<file path="config.mk">
export PLATFORM = sky130hd
export DESIGN_NAME = humidity_sensor_frame_decoder_core
export DESIGN_NICKNAME = d
export VERILOG_FILES = /design/src/rtl/core/hsfd_pkg.sv /design/src/rtl/core/hsfd_frame_tracker.sv /design/src/rtl/core/hsfd_converter.sv /design/src/rtl/core/humidity_sensor_frame_decoder_core.sv
export SDC_FILE = /design/constraint.sdc
export NUM_CORES = 1
export LEC_CHECK = 0
export BUFFER_PORTS_ARGS = -buffer_cell sky130_fd_sc_hd__buf_4
export CORE_MARGIN = 2
export CORE_UTILIZATION = 30
export CTS_CLUSTER_DIAMETER = 80
export DETAILED_ROUTE_END_ITERATION = 12
export GPL_ROUTABILITY_DRIVEN = 0
export SLEW_MARGIN = 20
export SYNTH_ARGS = -nofsm -noshare
export SYNTH_HDL_FRONTEND = slang
export SYNTH_SLANG_ARGS = --single-unit
</file>
<file path="constraint.sdc">
create_clock -name clk -period 12.1 [get_ports clk]
set_input_delay 3.025 -clock clk [delete_from_list [all_inputs] [get_ports clk]]
set_output_delay 3.025 -clock clk [all_outputs]
set_load 0.01 [all_outputs]
</file>
<file path="src/rtl/core/hsfd_pkg.sv">
// Shared types, constants and the CRC-8 byte update for the humidity sensor
// frame decoder. No dependencies.
`default_nettype none
package hsfd_pkg;

    localparam logic [7:0] CRC_INIT = 8'hFF;
    localparam logic [7:0] CRC_POLY = 8'h31;

    localparam logic [2:0] POS_FIRST_HIGH  = 3'd0;
    localparam logic [2:0] POS_FIRST_LOW   = 3'd1;
    localparam logic [2:0] POS_FIRST_CRC   = 3'd2;
    localparam logic [2:0] POS_SECOND_HIGH = 3'd3;
    localparam logic [2:0] POS_SECOND_LOW  = 3'd4;
    localparam logic [2:0] POS_SECOND_CRC  = 3'd5;

    localparam logic FRAME_MEASURE = 1'b0;
    localparam logic FRAME_STATUS  = 1'b1;

    localparam logic CODE_GOOD    = 1'b0;
    localparam logic CODE_CRC_ERR = 1'b1;

    typedef struct packed {
        logic        emit;
        logic        code;
        logic        status;
        logic [15:0] first_word;
        logic [15:0] second_word;
    } frame_result_t;

    typedef struct packed {
        logic               code;
        logic [15:0]        first_word;
        logic [15:0]        second_word;
        logic signed [14:0] temperature_centi;
        logic [13:0]        humidity_centi;
    } result_item_t;

    function automatic logic [7:0] crc8_byte(input logic [7:0] crc, input logic [7:0] b);
        logic [7:0] c;
        c = crc ^ b;
        for (int i = 0; i < 8; i++) begin
            if (c[7])
            begin
                c = {c[6:0], 1'b0} ^ CRC_POLY;
            end
            else
            begin
                c = {c[6:0], 1'b0};
            end
        end
        return c;
    endfunction

endpackage
`default_nettype wire

</file>
<file path="src/rtl/core/hsfd_frame_tracker.sv">
// Frame position tracking, running CRC-8 check and raw word capture.
// Depends on hsfd_pkg.
`default_nettype none
module hsfd_frame_tracker (
    input  wire                    clk,
    input  wire                    rst_n,
    input  wire                    advance,
    input  wire [7:0]              rx_byte,
    input  wire                    frame_start,
    input  wire                    frame_kind,
    output hsfd_pkg::frame_result_t frame_res
);
    import hsfd_pkg::*;

    logic [2:0]  byte_position_reg, byte_position_next;
    logic [7:0]  running_crc_reg, running_crc_next;
    logic [7:0]  high_byte_hold_reg, high_byte_hold_next;
    logic [15:0] first_word_hold_reg, first_word_hold_next;
    logic [15:0] second_word_hold_reg, second_word_hold_next;
    logic        crc_failed_reg, crc_failed_next;

    logic [2:0]  pos;
    logic [7:0]  crc_base;
    logic        failed_base;
    logic        fail;
    logic        emit;
    logic        status;

    always_comb
    begin
        pos         = frame_start ? POS_FIRST_HIGH : byte_position_reg;
        if (pos > POS_SECOND_CRC)
        begin
            pos = POS_FIRST_HIGH;
        end
        crc_base    = frame_start ? CRC_INIT : running_crc_reg;
        failed_base = frame_start ? 1'b0 : crc_failed_reg;

        running_crc_next      = crc_base;
        high_byte_hold_next   = high_byte_hold_reg;
        first_word_hold_next  = first_word_hold_reg;
        second_word_hold_next = second_word_hold_reg;
        fail                  = failed_base;
        emit                  = 1'b0;
        status                = 1'b0;

        case (pos)
            POS_FIRST_HIGH, POS_SECOND_HIGH:
            begin
                running_crc_next    = crc8_byte(CRC_INIT, rx_byte);
                high_byte_hold_next = rx_byte;
            end
            POS_FIRST_LOW:
            begin
                running_crc_next     = crc8_byte(crc_base, rx_byte);
                first_word_hold_next = {high_byte_hold_reg, rx_byte};
            end
            POS_SECOND_LOW:
            begin
                running_crc_next      = crc8_byte(crc_base, rx_byte);
                second_word_hold_next = {high_byte_hold_reg, rx_byte};
            end
            default:
            begin
                fail             = failed_base | (crc_base != rx_byte);
                running_crc_next = CRC_INIT;
                if (pos == POS_FIRST_CRC && frame_kind == FRAME_STATUS)
                begin
                    emit   = 1'b1;
                    status = 1'b1;
                end
                else if (pos == POS_SECOND_CRC)
                begin
                    emit = 1'b1;
                end
            end
        endcase

        if (emit)
        begin
            byte_position_next = POS_FIRST_HIGH;
            running_crc_next   = CRC_INIT;
            crc_failed_next    = 1'b0;
        end
        else
        begin
            byte_position_next = pos + 3'd1;
            crc_failed_next    = fail;
        end
    end

    always_comb
    begin
        frame_res.emit        = emit;
        frame_res.code        = fail ? CODE_CRC_ERR : CODE_GOOD;
        frame_res.status      = status;
        frame_res.first_word  = first_word_hold_reg;
        frame_res.second_word = second_word_hold_reg;
    end

    always_ff @(posedge clk or negedge rst_n)
    begin
        if (!rst_n)
        begin
            byte_position_reg    <= POS_FIRST_HIGH;
            running_crc_reg      <= CRC_INIT;
            high_byte_hold_reg   <= 8'd0;
            first_word_hold_reg  <= 16'd0;
            second_word_hold_reg <= 16'd0;
            crc_failed_reg       <= 1'b0;
        end
        else if (advance)
        begin
            byte_position_reg    <= byte_position_next;
            running_crc_reg      <= running_crc_next;
            high_byte_hold_reg   <= high_byte_hold_next;
            first_word_hold_reg  <= first_word_hold_next;
            second_word_hold_reg <= second_word_hold_next;
            crc_failed_reg       <= crc_failed_next;
        end
    end

endmodule
`default_nettype wire

</file>
<file path="src/rtl/core/hsfd_converter.sv">
// Rounded fixed-point conversion of the raw words to hundredths of a degree
// and of a percent; masks fields by CRC status and frame kind. Depends on hsfd_pkg.
`default_nettype none
module hsfd_converter (
    input  hsfd_pkg::frame_result_t frame_res,
    output hsfd_pkg::result_item_t  item
);
    import hsfd_pkg::*;

    localparam logic [15:0] T_SCALE  = 16'd35000;
    localparam logic [15:0] H_SCALE  = 16'd20000;
    localparam logic [31:0] ROUND    = 32'd65535;
    localparam logic signed [15:0] T_OFFSET = 16'sd4500;

    logic [31:0] t_num, h_num;
    logic [32:0] t_adj, h_adj;
    logic [15:0] t_q, h_q;
    logic signed [15:0] t_signed;

    // floor(n / 131070) as ((n + (n >> 16) + 1) >> 17) for n below 2^32
    always_comb
    begin
        t_num    = frame_res.first_word * T_SCALE + ROUND;
        h_num    = frame_res.second_word * H_SCALE + ROUND;
        t_adj    = {1'b0, t_num} + {17'd0, t_num[31:16]} + 33'd1;
        h_adj    = {1'b0, h_num} + {17'd0, h_num[31:16]} + 33'd1;
        t_q      = t_adj[32:17];
        h_q      = h_adj[32:17];
        t_signed = $signed(t_q) - T_OFFSET;

        item = '0;
        if (frame_res.code == CODE_CRC_ERR)
        begin
            item.code = CODE_CRC_ERR;
        end
        else if (frame_res.status)
        begin
            item.first_word = frame_res.first_word;
        end
        else
        begin
            item.first_word        = frame_res.first_word;
            item.second_word       = frame_res.second_word;
            item.temperature_centi = t_signed[14:0];
            item.humidity_centi    = h_q[13:0];
        end
    end

endmodule
`default_nettype wire

</file>
<file path="src/rtl/core/humidity_sensor_frame_decoder_core.sv">
// Top level of the humidity sensor frame decoder: input register, frame
// tracker, converter and result register. Depends on hsfd_pkg and submodules.
//
// One byte per item enters an input register; in the next cycle the frame
// tracker checks the CRC-8 and the converter scales the raw words, and a
// frame's last byte loads the result register. Throughput is one item per
// cycle while input is not stalled, set by the single register-to-register
// pass. A held result stalls input only when the next pending byte would
// itself produce a result. frame_kind is sampled at the third byte of each
// frame and must be written while idle.
`default_nettype none
module humidity_sensor_frame_decoder_core (
    input  wire         clk,
    input  wire         rst_n,
    input  wire         cfg_wen,
    input  wire         cfg_wdata,      // frame_kind
    input  wire         s_axis_tvalid,
    output logic        s_axis_tready,
    input  wire  [7:0]  s_axis_tdata,   // rx_byte[7:0]
    input  wire         s_axis_tuser,   // frame_start
    output logic        m_axis_tvalid,
    input  wire         m_axis_tready,
    output logic [63:0] m_axis_tdata,   // first_word[15:0], second_word[31:16],
                                        // temperature_centi[46:32],
                                        // humidity_centi[60:47], zero[63:61]
    output logic        m_axis_tuser    // result_code
);
    import hsfd_pkg::*;

    logic          frame_kind_reg;
    logic          in_valid_reg, in_valid_next;
    logic [7:0]    in_byte_reg;
    logic          in_start_reg;
    logic          out_valid_reg, out_valid_next;
    result_item_t  out_item_reg;

    frame_result_t frame_res;
    result_item_t  conv_item;
    logic          out_free;
    logic          fire;
    logic          s_accept;

    hsfd_frame_tracker u_tracker (
        .clk         (clk),
        .rst_n       (rst_n),
        .advance     (fire),
        .rx_byte     (in_byte_reg),
        .frame_start (in_start_reg),
        .frame_kind  (frame_kind_reg),
        .frame_res   (frame_res)
    );

    hsfd_converter u_converter (
        .frame_res (frame_res),
        .item      (conv_item)
    );

    always_comb
    begin
        out_free      = !out_valid_reg || m_axis_tready;
        fire          = in_valid_reg && (!frame_res.emit || out_free);
        s_axis_tready = !in_valid_reg || fire;
        s_accept      = s_axis_tvalid && s_axis_tready;

        in_valid_next = in_valid_reg;
        if (s_accept)
        begin
            in_valid_next = 1'b1;
        end
        else if (fire)
        begin
            in_valid_next = 1'b0;
        end

        out_valid_next = out_valid_reg;
        if (fire && frame_res.emit)
        begin
            out_valid_next = 1'b1;
        end
        else if (m_axis_tready)
        begin
            out_valid_next = 1'b0;
        end
    end

    always_ff @(posedge clk or negedge rst_n)
    begin
        if (!rst_n)
        begin
            frame_kind_reg <= FRAME_MEASURE;
            in_valid_reg   <= 1'b0;
            out_valid_reg  <= 1'b0;
        end
        else
        begin
            if (cfg_wen)
            begin
                frame_kind_reg <= cfg_wdata;
            end
            in_valid_reg  <= in_valid_next;
            out_valid_reg <= out_valid_next;
        end
    end

    always_ff @(posedge clk)
    begin
        if (s_accept)
        begin
            in_byte_reg  <= s_axis_tdata;
            in_start_reg <= s_axis_tuser;
        end
        if (fire && frame_res.emit)
        begin
            out_item_reg <= conv_item;
        end
    end

    assign m_axis_tvalid = out_valid_reg;
    assign m_axis_tuser  = out_item_reg.code;
    assign m_axis_tdata  = {3'd0,
                            out_item_reg.humidity_centi,
                            out_item_reg.temperature_centi,
                            out_item_reg.second_word,
                            out_item_reg.first_word};

endmodule
`default_nettype wire
</file>
==> flow_metrics.py <==
metrics = {
    "outcome": {
        "outcome": "finished clean",
    },
    "synthesis": {
        "synthXorXnorAreaFrac_pct": 8.899,
        "yosys.area_share.simple_pct": 13.38,
        "seq_area_frac_synth_pct": 25.54,
        "yosysWarnings": 0,
        "syn_avg_cell_area_sq_um": 9.489,
        "ys_ff_latch": 126,
        "async_reset_ff_share_pct": 43.65,
        "synth_compound_area_share_pct": 11.34,
        "synth_mux_area_share_pct": 3.760,
        "synthAdderAreaFrac_pct": 29.68,
        "netlist_instances": 1452,
        "synth_ff_type": "edfxtp_1",
        "synth_enable_flop_cells": 71,
        "syn-cell-area_sq_um": 13780,
        "yosys.cell_types.count": 85,
        "synth_top_family_by_area": "adder cells",
    },
    "hold_path": {
        "holdCritPathClass": "reg2reg",
        "whs_path_depth": 2,
        "hp-start": "u_tracker.running_crc_reg[2]",
        "hold-path-endpoint": "u_tracker.running_crc_reg[2]",
    },
    "final_layout": {
        "layout.nets": 1806,
        "area_delta_synth_final_pct": 13.20,
        "instances_no_fill": 2126,
        "fillers": 4607,
        "drive_above_1_share_pct": 12.52,
        "largest_reg_flops": 61,
        "num_antenna_cells": 0,
    },
    "placement": {
        "numPortBuffers": 78,
        "dp_cells": 2094,
        "hpwl_um": 26520,
    },
    "timing": {
        "tightest_slew_ns": 0.8911,
        "rsz0062_at_grt": "no",
        "drv_slew": 0,
        "setup_violations": 0,
        "period_share_pct": 75.36,
        "finalHoldViolCount": 0,
        "skew_ns": 0.01566,
        "fmax_ghz": 0.1097,
        "fin_crit_ns": 9.118,
        "tns_ns": 0,
        "maxSlewHeadroom_pct": 40.59,
    },
    "worst_setup_path": {
        "critPathSlowestCell": "fa_1",
        "rr_endpoint": "m_axis_tdata[46]",
        "critPathMaxFanout": 11,
        "critical_path_class": "reg2reg",
        "path_delay_family": "adder cells",
        "path_buf_inv": 3,
        "startpoint_type": "flop",
        "end_kind": "flop",
        "cp_slowest_stage_delay_ns": 0.57,
        "path_common_cell": "ha_1",
        "worstPathArrival_ns": 9.34,
        "rr_worst_depth": 30,
        "cp.required_ns": 12.32,
        "ff2ff_setup_slack_ns": 2.98,
        "rr_startpoint": "u_tracker.first_word_hold_reg[3]",
    },
    "detailed_routing": {
        "first_iter_violations": 521,
        "wl_per_cell_um": 15.63,
        "firstDrtPassIters": 5,
        "final_antenna_net_count": 0,
        "route.detailed.drc": 0,
        "vias_per_cell": 4.905,
        "routed_wl_um": 33230,
        "route.vias.total": 10430,
    },
    "die": {
        "die-width_um": 218.3,
        "io-pin-count": 82,
        "placeableCoreArea_sq_um": 45380,
        "die_area_sq_um": 47660,
        "start_util_pct": 30.36,
        "die_h_um": 218.3,
        "rows": 78,
    },
    "clock_network": {
        "cts_tree": "done",
        "hold_buffers": 0,
        "clkTransAtPathRegs_ns": 0.06,
        "clk_path_buf_depth": 2,
        "cts_made_buffers": 17,
        "postCtsSetupRepairBufs": 0,
        "clock_latency_ns": 0.49,
        "cts_root_buffer": "clkbuf_16",
        "cts_repair_resize_count": 0,
        "cts.htree.levels": 4,
        "clock_sinks": 126,
    },
    "global_route": {
        "antenna_found_initial": 0,
        "grt_max_degree": 63,
        "grt_pass1_vias": 10700,
        "grt_pass1_wl_um": 55230,
        "grt.overflow.total": 0,
        "track_usage_pct": 14.85,
    },
    "run": {
        "maxCapViolCount": 0,
    },
}
==> worst min-delay path, cell delays in order (launching register included) <==
cell and delay (ns):
dfstp_2 0.37, nand2_1 0.04, o21ai_0 0.07
==> worst max path at each step <==
stage,start,to,slack [ns],cells after the start
2_1_floorplan,u_tracker.first_word_hold_reg[6],m_axis_tdata[46],3.71,30
3_3_place_gp,u_tracker.first_word_hold_reg[3],m_axis_tdata[46],3.21,30
3_5_place_dp,u_tracker.first_word_hold_reg[3],m_axis_tdata[46],3.06,30
4_1_cts,u_tracker.first_word_hold_reg[3],m_axis_tdata[46],3.02,30
5_1_grt,u_tracker.first_word_hold_reg[11],m_axis_tdata[46],2.43,33
6_report,u_tracker.first_word_hold_reg[3],m_axis_tdata[46],2.98,30
==> synth_stat cells (all sizes together), types with 9 or more instances <==
cell    number  area, sq um
nand4       16        115.1
clkbuf      35        131.4
xor2        45        394.1
mux2        43        488.0
and2        20        127.6
a21o        20        150.1
nor3        29        145.1
nor2b       12        75.07
nor3b        9        67.56
xnor2       95        832.1
and3        14        87.58
fa          80         1602
nand2       77        289.0
a221oi      10        87.58
nor4        11        96.34
nand3       23        115.1
dfrtp       47         1176
edfxtp      71         2132
o21ai       56        284.0
a21oi       65        325.3
a211oi      11        87.58
inv        224        840.8
nor2       104        390.4
ha         198         2477
==> per-stage QoR <==
step / cell area [sq um] / utilization (%) / hold WS, ns / setup slack, ns
6_report: 15600 / 34.37 / 0.4825 / 2.982
3_3_place_gp: 14980 / 33.02 / 0.4663 / 3.208
5_1_grt: 15600 / 34.37 / 0.5157 / 2.431
4_1_cts: 15600 / 34.37 / 0.4881 / 3.017
3_5_place_dp: 14980 / 33.02 / 0.4742 / 3.063
2_1_floorplan: 13790 / - / 0.4501 / 3.711
==> final cells by class <==
cell class / count / area [sq um] / area share [%]
clock buffer: 18 / 450.4 / 2.888
clock inverter: 14 / 163.9 / 1.051
inverter: 224 / 840.8 / 5.391
multi-input combinational: 1062 / 9258 / 59.35
sequential: 126 / 3518 / 22.56
tap: 600 / 750.7 / 4.813
timing repair buffer: 82 / 615.6 / 3.947
==> metal layers <==
| metal | up-vias | GRT usage (%) | share of wire, % | wire [um] |
|---|---|---|---|---|
| met4 | 0 | 6.599 | 2.9 | 961 |
| li1 | 5092 | - | - | - |
| met3 | 61 | 2.951 | 3.8 | 1251 |
| met2 | 195 | 23.79 | 47 | 15470 |
| met1 | 5079 | 19.35 | 47 | 15550 |
| met5 | - | 0 | 0 | 0 |
==> cells by family (layout without fill, tap and decap cells) <==
| logic type | after synthesis | count (layout) |
|---|---|---|
| other | 1 | 3 |
| XOR/XNOR | 140 | 140 |
| adder cells (fa/ha/maj) | 279 | 279 |
| multiplexers | 46 | 46 |
| flip-flops | 126 | 126 |
| buffers and inverters | 266 | 338 |
| AND/OR/NAND/NOR | 359 | 359 |
| AO/OA/AOI/OAI | 235 | 235 |
==> cells in the final DEF, fill, tap and decap left out, types with 6 or more instances in the layout <==
cell type  synthesis  routed
a211o_1            7       7
a211oi_1          10      10
a21boi_0           7       7
a21o_1            20      20
a21oi_1           65      65
a221oi_1          10      10
and2_1            19      19
and3_1            14      14
buf_4              3      82
clkbuf_16          0      18
dfrtp_1           47      47
dfstp_2            8       8
edfxtp_1          71      71
fa_1              80      80
ha_1             198     198
inv_1            223     223
mux2_2            42      42
nand2_1           77      77
nand2b_1           8       8
nand3_1           23      23
nand4_1           15      15
nor2_1           104     103
nor2b_1           12      12
nor3_1            29      29
nor3b_1            9       9
nor4_1             8       8
o21a_1             7       7
o21ai_0           50      49
o21ai_1            5       6
or2_2              6       6
or3_1              7       7
xnor2_1           95      95
xor2_1            45      45
Power is left out: the tool's default activity adds up to more than one toggle a clock period on the data nets, which glitch-free logic cannot reach.
